`src/hw/rtl/gep_pkg.sv`:
```
// Shared types and constants for the new-game event parser.
// No dependencies; imported by every module of the block.
package gep_pkg;

  localparam int unsigned HEADER_BYTES = 8;
  localparam int unsigned MIN_TAIL     = 4;
  localparam int unsigned LIMIT_RESET  = 512;

  // Final and error status codes
  typedef enum logic [2:0] {
    ST_OK         = 3'd0,
    ST_TOO_SHORT  = 3'd1,
    ST_NO_TERM    = 3'd2,
    ST_ORDER      = 3'd3,
    ST_TOO_LONG   = 3'd4,
    ST_OVER_LIMIT = 3'd5
  } status_t;

  // Running comparison of the current name against the previous one
  typedef enum logic [1:0] {
    CMP_EQ = 2'd0,
    CMP_LT = 2'd1,
    CMP_GT = 2'd2
  } cmp_t;

  // Control part of one result
  typedef struct packed {
    logic    valid;
    logic    done;
    logic    dup;
    status_t status;
  } res_ctl_t;

endpackage

```
`src/hw/rtl/gep_name_mem.sv`:
```
// Name byte store: one write port, one registered read port.
// Holds the current and the previous name in two banks. Uses gep_pkg.
module gep_name_mem
  import gep_pkg::*;
#(
  parameter int unsigned ADDR_W = 7
) (
  input  logic              clk,
  input  logic              wr_en,
  input  logic [ADDR_W-1:0] wr_addr,
  input  logic [7:0]        wr_data,
  input  logic [ADDR_W-1:0] rd_addr,
  output logic [7:0]        rd_data
);

  localparam int unsigned DEPTH = 2 ** ADDR_W;

  logic [7:0] mem [DEPTH];
  logic [7:0] rd_data_r;

  always_ff @(posedge clk) begin
    if (wr_en) begin
      mem[wr_addr] <= wr_data;
    end
    rd_data_r <= mem[rd_addr];
  end

  assign rd_data = rd_data_r;

endmodule

```
`src/hw/rtl/gep_parse.sv`:
```
// Per-byte parse step: header assembly, name ordering, length and budget checks.
// Depends on gep_pkg and gep_name_mem.
module gep_parse
  import gep_pkg::*;
#(
  parameter int unsigned NAME_MAX = 64
) (
  input  logic                               clk,
  input  logic                               rst_n,
  input  logic                               fire,
  input  logic [7:0]                         data_byte,
  input  logic                               last_byte,
  input  logic [15:0]                        name_bytes_limit,
  output logic [31:0]                        res_width,
  output logic [31:0]                        res_height,
  output logic [15:0]                        res_name_index,
  output logic [$clog2(NAME_MAX+2)-1:0]      res_name_length,
  output res_ctl_t                           res_ctl
);

  localparam int unsigned LEN_W = $clog2(NAME_MAX + 2);
  localparam int unsigned IDX_W = (NAME_MAX > 1) ? $clog2(NAME_MAX) : 1;
  localparam logic [LEN_W-1:0] LEN_MAX = LEN_W'(NAME_MAX);

  logic [15:0]      pos_r, pos_nxt;
  logic [31:0]      width_r, width_nxt;
  logic [31:0]      height_r, height_nxt;
  logic [LEN_W-1:0] prev_len_r, prev_len_nxt;
  logic [LEN_W-1:0] cur_len_r, cur_len_nxt;
  cmp_t             cmp_r, cmp_nxt;
  logic             have_prev_r, have_prev_nxt;
  logic [15:0]      total_r, total_nxt;
  logic [15:0]      count_r, count_nxt;
  status_t          err_r, err_nxt;
  logic             prev_bank_r, prev_bank_nxt;

  logic             wr_en;
  logic [7:0]       prev_byte;
  logic [16:0]      budget;
  cmp_t             cmp_end;
  logic             accepted;
  logic             rd_bank;
  logic [LEN_W-1:0] rd_len;

  always_comb begin
    pos_nxt       = pos_r;
    width_nxt     = width_r;
    height_nxt    = height_r;
    prev_len_nxt  = prev_len_r;
    cur_len_nxt   = cur_len_r;
    cmp_nxt       = cmp_r;
    have_prev_nxt = have_prev_r;
    total_nxt     = total_r;
    count_nxt     = count_r;
    err_nxt       = err_r;
    prev_bank_nxt = prev_bank_r;
    wr_en         = 1'b0;
    accepted      = 1'b0;
    cmp_end       = cmp_r;
    budget        = {1'b0, total_r} + 17'(cur_len_r) + 17'd1;

    res_name_index  = '0;
    res_name_length = '0;
    res_ctl.dup     = 1'b0;

    if (pos_r < 16'(4)) begin
      width_nxt = {width_r[23:0], data_byte};
    end else if (pos_r < 16'(HEADER_BYTES)) begin
      height_nxt = {height_r[23:0], data_byte};
    end else if (err_r == ST_OK) begin
      if (data_byte != 8'd0) begin
        if (cmp_r == CMP_EQ) begin
          if (cur_len_r >= prev_len_r) begin
            cmp_nxt = CMP_GT;
          end else if (cur_len_r < LEN_MAX) begin
            if (data_byte < prev_byte) begin
              cmp_nxt = CMP_LT;
            end else if (data_byte > prev_byte) begin
              cmp_nxt = CMP_GT;
            end
          end
        end
        wr_en = fire && (cur_len_r < LEN_MAX);
        if (cur_len_r < LEN_MAX + LEN_W'(1)) begin
          cur_len_nxt = cur_len_r + LEN_W'(1);
        end
      end else begin
        // terminator: close the name
        if (cmp_r == CMP_EQ && cur_len_r < prev_len_r) begin
          cmp_end = CMP_LT;
        end
        if (cmp_end == CMP_LT) begin
          err_nxt = ST_ORDER;
        end else if (cur_len_r > LEN_MAX) begin
          err_nxt = ST_TOO_LONG;
        end else if (budget > 17'(name_bytes_limit)) begin
          err_nxt = ST_OVER_LIMIT;
        end else begin
          accepted        = 1'b1;
          res_name_index  = count_r;
          res_name_length = cur_len_r;
          res_ctl.dup     = have_prev_r && (cmp_end == CMP_EQ);
          if (count_r != 16'hFFFF) begin
            count_nxt = count_r + 16'd1;
          end
          total_nxt     = budget[15:0];
          prev_len_nxt  = cur_len_r;
          have_prev_nxt = 1'b1;
          // current bank becomes the previous name
          prev_bank_nxt = ~prev_bank_r;
        end
        cur_len_nxt = '0;
        cmp_nxt     = CMP_EQ;
      end
    end

    if (pos_r != 16'hFFFF) begin
      pos_nxt = pos_r + 16'd1;
    end

    res_width  = width_nxt;
    res_height = height_nxt;

    res_ctl.valid  = accepted || last_byte;
    res_ctl.done   = last_byte;
    res_ctl.status = ST_OK;
    if (last_byte) begin
      if (pos_r < 16'(HEADER_BYTES + MIN_TAIL - 1)) begin
        res_ctl.status = ST_TOO_SHORT;
      end else if (data_byte != 8'd0) begin
        res_ctl.status = ST_NO_TERM;
      end else begin
        res_ctl.status = err_nxt;
      end
      // event ends: back to the empty state
      pos_nxt       = '0;
      width_nxt     = '0;
      height_nxt    = '0;
      prev_len_nxt  = '0;
      cur_len_nxt   = '0;
      cmp_nxt       = CMP_EQ;
      have_prev_nxt = 1'b0;
      total_nxt     = '0;
      count_nxt     = '0;
      err_nxt       = ST_OK;
    end
  end

  always_ff @(posedge clk) begin
    if (!rst_n) begin
      pos_r       <= '0;
      width_r     <= '0;
      height_r    <= '0;
      prev_len_r  <= '0;
      cur_len_r   <= '0;
      cmp_r       <= CMP_EQ;
      have_prev_r <= 1'b0;
      total_r     <= '0;
      count_r     <= '0;
      err_r       <= ST_OK;
      prev_bank_r <= 1'b0;
    end else if (fire) begin
      pos_r       <= pos_nxt;
      width_r     <= width_nxt;
      height_r    <= height_nxt;
      prev_len_r  <= prev_len_nxt;
      cur_len_r   <= cur_len_nxt;
      cmp_r       <= cmp_nxt;
      have_prev_r <= have_prev_nxt;
      total_r     <= total_nxt;
      count_r     <= count_nxt;
      err_r       <= err_nxt;
      prev_bank_r <= prev_bank_nxt;
    end
  end

  // Prefetch previous_name[cur_len] for the next byte
  assign rd_bank = fire ? prev_bank_nxt : prev_bank_r;
  assign rd_len  = fire ? cur_len_nxt : cur_len_r;

  gep_name_mem #(
    .ADDR_W (IDX_W + 1)
  ) u_name_mem (
    .clk     (clk),
    .wr_en   (wr_en),
    .wr_addr ({~prev_bank_r, cur_len_r[IDX_W-1:0]}),
    .wr_data (data_byte),
    .rd_addr ({rd_bank, rd_len[IDX_W-1:0]}),
    .rd_data (prev_byte)
  );

endmodule

```
`src/hw/rtl/new_game_event_parser.sv`:
```
// New-game event parser top level: input register, parse step, result register.
// Depends on gep_pkg, gep_parse and gep_name_mem.
//
// Usage:
//   in_*  : one payload byte per request; in_last_byte marks the final byte.
//           Bytes 0-7 are the big-endian width and height, then zero-terminated
//           names follow.
//   out_* : one request per accepted name (sent at its terminator) and one final
//           request per event (out_done_res set, status), merged with a last-byte name.
//   cfg_* : writes name_bytes_limit (reset 512); always ready. The user must
//           write it only while the block is idle; the block does not enforce it.
// Flow: an accepted byte waits in the input register and is parsed from there;
//   its result, if any, is loaded into the result register once that is free.
// Throughput: one byte per cycle unless stalled, set by the single parse step, which
//   reads the stored previous name through a prefetched registered memory port.
// Stall: while the result register is full and out_ready is low, the parse
//   step holds, the input register keeps its byte, and in_ready falls.
// Reset: clears all event state, both valid flags, and the limit to 512.
//   Stored name bytes are not cleared; they are only read after being written.
module new_game_event_parser
  import gep_pkg::*;
#(
  parameter int unsigned NAME_MAX = 64
) (
  input  logic                          clk,
  input  logic                          rst_n,
  // byte requests
  input  logic                          in_valid,
  output logic                          in_ready,
  input  logic [7:0]                    in_data_byte,
  input  logic                          in_last_byte,
  // result requests
  output logic                          out_valid,
  input  logic                          out_ready,
  output logic [31:0]                   out_width,
  output logic [31:0]                   out_height,
  output logic [15:0]                   out_name_index,
  output logic [$clog2(NAME_MAX+2)-1:0] out_name_length,
  output logic                          out_duplicate,
  output logic                          out_done_res,
  output logic [2:0]                    out_status,
  // limit register write
  input  logic                          cfg_valid,
  output logic                          cfg_ready,
  input  logic [15:0]                   cfg_name_bytes_limit
);

  localparam int unsigned LEN_W = $clog2(NAME_MAX + 2);

  // input register
  logic             in_vld_r;
  logic [7:0]       in_byte_r;
  logic             in_last_r;

  // result register
  logic             out_vld_r, out_vld_nxt;
  logic [31:0]      width_r;
  logic [31:0]      height_r;
  logic [15:0]      index_r;
  logic [LEN_W-1:0] length_r;
  logic             dup_r;
  logic             done_r;
  status_t          status_r;

  logic [15:0]      limit_r;

  logic             fire;
  logic             load;
  logic [31:0]      p_width;
  logic [31:0]      p_height;
  logic [15:0]      p_index;
  logic [LEN_W-1:0] p_length;
  res_ctl_t         p_ctl;

  // Parse whenever a byte is held and the result register can take a result
  assign fire     = in_vld_r && (!out_vld_r || out_ready);
  assign in_ready = !in_vld_r || fire;
  assign load     = fire && p_ctl.valid;

  always_ff @(posedge clk) begin
    if (!rst_n) begin
      in_vld_r <= 1'b0;
    end else if (in_ready) begin
      in_vld_r <= in_valid;
    end
  end

  always_ff @(posedge clk) begin
    if (in_valid && in_ready) begin
      in_byte_r <= in_data_byte;
      in_last_r <= in_last_byte;
    end
  end

  gep_parse #(
    .NAME_MAX (NAME_MAX)
  ) u_parse (
    .clk              (clk),
    .rst_n            (rst_n),
    .fire             (fire),
    .data_byte        (in_byte_r),
    .last_byte        (in_last_r),
    .name_bytes_limit (limit_r),
    .res_width        (p_width),
    .res_height       (p_height),
    .res_name_index   (p_index),
    .res_name_length  (p_length),
    .res_ctl          (p_ctl)
  );

  always_comb begin
    out_vld_nxt = out_vld_r;
    if (load) begin
      out_vld_nxt = 1'b1;
    end else if (out_ready) begin
      out_vld_nxt = 1'b0;
    end
  end

  always_ff @(posedge clk) begin
    if (!rst_n) begin
      out_vld_r <= 1'b0;
    end else begin
      out_vld_r <= out_vld_nxt;
    end
  end

  always_ff @(posedge clk) begin
    if (load) begin
      width_r  <= p_width;
      height_r <= p_height;
      index_r  <= p_index;
      length_r <= p_length;
      dup_r    <= p_ctl.dup;
      done_r   <= p_ctl.done;
      status_r <= p_ctl.status;
    end
  end

  // limit register
  assign cfg_ready = 1'b1;

  always_ff @(posedge clk) begin
    if (!rst_n) begin
      limit_r <= 16'(LIMIT_RESET);
    end else if (cfg_valid && cfg_ready) begin
      limit_r <= cfg_name_bytes_limit;
    end
  end

  assign out_valid       = out_vld_r;
  assign out_width       = width_r;
  assign out_height      = height_r;
  assign out_name_index  = index_r;
  assign out_name_length = length_r;
  assign out_duplicate   = dup_r;
  assign out_done_res    = done_r;
  assign out_status      = status_r;

endmodule

```
`config.mk`:
```
export PLATFORM = sky130hd
export DESIGN_NAME = new_game_event_parser
export DESIGN_NICKNAME = d
export VERILOG_FILES = /design/src/hw/rtl/gep_pkg.sv /design/src/hw/rtl/gep_name_mem.sv /design/src/hw/rtl/gep_parse.sv /design/src/hw/rtl/new_game_event_parser.sv
export SDC_FILE = /design/constraint.sdc
export NUM_CORES = 2
export LEC_CHECK = 0
export BUFFER_PORTS_ARGS = -buffer_cell sky130_fd_sc_hd__buf_2
export CORE_MARGIN = 5
export CORE_UTILIZATION = 56
export DETAILED_ROUTE_END_ITERATION = 10
export HOLD_SLACK_MARGIN = 0.08
export PLACE_DENSITY = 0.74
export SETUP_SLACK_MARGIN = 0.4
export SYNTH_ARGS = -nofsm -noshare
export SYNTH_HDL_FRONTEND = slang
export SYNTH_SLANG_ARGS = --single-unit
```
`constraint.sdc`:
```
create_clock -name clk -period 7.16 [get_ports clk]
set_clock_uncertainty 0.2 [all_clocks]
set_input_delay 0.358 -clock clk [delete_from_list [all_inputs] [get_ports clk]]
set_output_delay 0.358 -clock clk [all_outputs]
set_load 0.1 [all_outputs]
```
==> impl_summary.log <==
INFO  metric status = completed
INFO  metric areaGrowthSynthToFinish = 12.2%
INFO  metric core = 0.0933 sq mm
INFO  metric ys_ff_latch = 1284
INFO  metric syn_area_per_cell = 12.9 sq um
INFO  metric post_synth_num_cell_types = 79
INFO  metric grt_pass1_wl = 200000 um
INFO  metric critPathSlowestCell = or4_4
INFO  metric routed_wirelength = 133000 um
INFO  metric grt_util_all_layers = 26.1%
INFO  metric io_buffer_count = 123
INFO  metric p_leak = 20.5 nW
INFO  metric initial_utilization = 56.4%
INFO  metric drt-pass1-iter-count = 7
INFO  metric path_max_fanout = 11
INFO  metric setup_tns = 0 ps
INFO  metric worstPathRequired = 7570 ps
INFO  metric worstSetupPathType = flip-flop to flip-flop
INFO  metric grt_setup_unrepaired = false
INFO  metric p_sw_share = 20.6%
INFO  metric drtAntennaViolNets = 0
INFO  metric ctsHtreeMaxLevel = 4
INFO  metric drive_gt1_share = 11.1%
INFO  metric synth.yosys.seq_area_share = 70.2%
INFO  metric final_hold_violations = 0
INFO  metric syn-cell-area = 0.0526 sq mm
INFO  metric numPlacedInstances = 5271
INFO  metric worstPathCellList = ha_1 > nor2b_1 > o21ai_0 > a21boi_0 > o21ai_0 > a21boi_0 > o21ai_0 > a21o_1 > nor2_1 > xor2_1 > ha_1 > a2111oi_0 > o2111a_1 > a311oi_1 > a311o_1 > or4_4 > xor2_1 > nand2b_1 > nor4_1 > or4_1
INFO  metric io_pins = 125
INFO  metric vias_per_cell = 6.18
INFO  metric critical_path.startpoint_type = flip-flop
INFO  metric holdBufCountCts = 62
INFO  metric r2r_setup_slack = 930 ps
INFO  metric relSlewSlack = 23.6%
INFO  metric post_syn_nets = 4152
INFO  metric max_clock_freq = 160 MHz
INFO  metric drt_first_iter_violations = 4964
INFO  metric antenna_violations_before_repair = 1
INFO  metric power.total = 15.2 mW
INFO  metric clkLatencyLatePin = 750 ps
INFO  metric p_clk_share = 43.9%
INFO  metric cell_with_the_most_instances_on_the_worst_path = o21ai_0
INFO  metric p_seq_share = 53.8%
INFO  metric postCtsSetupBuffers = 0
INFO  metric grt_overflow = 0
INFO  metric clock-sinks = 1284
INFO  metric fin_crit = 6230 ps
INFO  metric total_number_of_vias = 34429
INFO  metric proportion_of_synthesized_flip_flops_having_asynchronous_set_or_reset = 0%
INFO  metric synthesis.instances = 4079
INFO  metric placer_congestion_estimate = 0.895
INFO  metric cts_tree = yes
INFO  metric largest_net_degree_at_the_start_of_global_routing = 138
INFO  metric number_of_nets_in_the_finished_design = 4284
INFO  metric max_slew.worst_pin.slew = 1150 ps
INFO  metric drt-wirelength-per-cell = 23.8 um
INFO  metric clockRootBuffer = clkbuf_16
INFO  metric switchingPower = 3.12 mW
INFO  metric die_h = 317 um
INFO  metric setup_viol_count_final = 0
INFO  metric hold_class = input pin to flip-flop
INFO  metric layout.cells.most_common_list = edfxtp_1 (1125), nand2_1 (788), nand3_1 (204)
INFO  metric die-area = 0.100 sq mm
INFO  metric max_buffers_root_to_sink = 3
INFO  metric maximum_ir_drop_on_the_vdd_rail = 0.000161 V
INFO  metric worst_ep_arrival_time = 6650 ps
INFO  metric end_kind = flip-flop
INFO  metric path_buf_inv = 0
INFO  metric core.rowCount = 112
INFO  metric die_width = 317 um
INFO  metric synth_top_flop_cell = edfxtp_1
INFO  metric dp.final_hpwl = 76700 um
INFO  metric synth_edf_count = 1125
INFO  metric number_of_slew_limit_violations_in_the_final_report = 0
INFO  metric timing.critical_path.max_delay_family = compound AO/OA/AOI/OAI gates
INFO  metric number_of_inserted_filler_cells_in_the_final_layout = 6689
INFO  metric cts-buffers-inserted = 130
INFO  metric max_cap_viol_count = 0
INFO  metric first_global_vias = 33117
INFO  metric final_common_cell = edfxtp_1
INFO  metric p_int = 12.0 mW
INFO  metric path_clk_slew = 60 ps
INFO  metric synth-warning-count = 0
INFO  metric post_cts_resized = 0
INFO  metric finalNonFillerCells = 5567
INFO  metric post-route-period-util = 87.1%
INFO  metric total_power_divided_by_cell_area = 257 mW/mm^2
INFO  metric drcViolationCount = 0
INFO  metric comb_power_share = 2.3%
INFO  metric cpPeakStageDelay = 610 ps
cells by family (layout without fill, tap and decap cells):
family	after synthesis	after routing	share of synthesized area [%]
AOI/OAI and AO/OA	644	644	8.21
xor gates and xnor gates	37	37	0.616
adders and majority gates	43	43	1.04
buffers and inverters	313	546	3.00
DFF	1284	1284	70.2
muxes	116	116	2.43
other	1	2	0.00713
and+or+nand+nor	1641	1641	14.5
path summary, 6_finish.rpt:
check | to | startpoint | cells after the start
max reg2reg | u_parse.u_name_mem.rd_data[1]$_DFF_P_ | u_parse.cur_len_r[1]$_SDFF_PN0_ | 20
min reg2reg | u_parse.cmp_r[0]$_SDFFE_PN0P_ | u_parse.cmp_r[0]$_SDFFE_PN0P_ | 2
max | u_parse.u_name_mem.rd_data[1]$_DFF_P_ | u_parse.cur_len_r[1]$_SDFF_PN0_ | 20
min | in_byte_r[7]$_DFFE_PP_ | in_data_byte[7] | 2
per-layer routing:
layer | track usage, % | vias to the layer above | share of wire [%]
met1 | 35.4 | 16748 | 38
met4 | 10.9 | 2 | 4.3
li1 | - | 15416 | -
met5 | 0 | - | 0.0098
met2 | 42.0 | 1935 | 47
met3 | 5.04 | 328 | 10
Yosys cell counts (3+ instances only):
cell / n / area share [%]
and4b_1: 3 / 0.057
mux2i_1: 50 / 0.95
buf_1: 14 / 0.10
xor2_1: 21 / 0.35
ha_1: 42 / 1.0
o21a_1: 3 / 0.043
a21oi_1: 118 / 1.1
nor2_1: 199 / 1.4
nand4_1: 14 / 0.17
o31ai_1: 3 / 0.043
nand3_1: 207 / 2.0
nor3_1: 32 / 0.30
and4_1: 3 / 0.050
nor4_2: 3 / 0.071
clkbuf_1: 129 / 0.92
a31oi_1: 131 / 1.6
buf_2: 67 / 0.64
nand2_1: 790 / 5.6
a22oi_1: 85 / 1.2
a311oi_1: 11 / 0.18
mux2_2: 63 / 1.3
o22ai_1: 52 / 0.62
a211oi_1: 119 / 1.7
a21o_1: 10 / 0.14
nand2b_1: 8 / 0.095
nor2b_1: 120 / 1.4
and3_1: 155 / 1.8
or3_1: 5 / 0.059
o21ai_0: 40 / 0.38
inv_1: 47 / 0.34
nand4b_1: 3 / 0.050
nor4_1: 24 / 0.29
a21boi_0: 10 / 0.14
and2_1: 33 / 0.39
xnor2_1: 16 / 0.27
a32oi_1: 31 / 0.52
mux4_2: 3 / 0.13
edfxtp_1: 1125 / 64
o21bai_1: 3 / 0.043
o211ai_1: 6 / 0.086
buf_6: 25 / 0.53
buf_4: 28 / 0.40
or4_1: 30 / 0.43
dfxtp_1: 159 / 6.0
power groups by stage:
stage / registers, mW / logic [mW] / clock network [mW]
after floorplan: 8.44 / 0.0816 / 0
after global placement: 8.32 / 0.308 / 0
after detailed placement: 8.32 / 0.312 / 0
after CTS: 8.16 / 0.343 / 6.71
after global routing: 8.16 / 0.366 / 7.04
final: 8.16 / 0.348 / 6.66
worst reg2reg max path: stages, from the launching register on:
cell	delay, ps
dfxtp_1	570
ha_1	310
nor2b_1	130
o21ai_0	180
a21boi_0	140
o21ai_0	220
a21boi_0	140
o21ai_0	220
a21o_1	290
nor2_1	90
xor2_1	170
ha_1	210
a2111oi_0	420
o2111a_1	260
a311oi_1	60
a311o_1	430
or4_4	610
xor2_1	600
nand2b_1	300
nor4_1	100
or4_1	480
flip-flops by register name (all words and copies together), names as in the netlist, 32 cells and up:
name and count:
out_height 32, out_width 32, u_parse.height_r 32, u_parse.u_name_mem.mem 1024, u_parse.width_r 32
area by class of cell:
cell class / count / area (sq um) / share of cell area [%]
diodes: 1 / 2.50 / 0.00424
repair buffers: 266 / 1970 / 3.34
inverters: 47 / 179 / 0.303
multi-input cells: 2482 / 14200 / 24.0
clock inverters: 63 / 692 / 1.17
clock buffers: 170 / 3510 / 5.94
flip-flops and latches: 1284 / 37000 / 62.6
well taps: 1254 / 1570 / 2.66
through the flow:
step	instance area (sq um)	hold slack, ps	setup slack [ps]	utilization [%]
finish	59100	127	926	63.3
detailed placement	54200	282	982	58.1
CTS	59000	81.8	958	63.3
global placement	54200	264	1080	58.1
global route	59000	112	499	63.3
floorplan	52600	254	491	-
No activity file was read; power rests on OpenSTA's default activity.
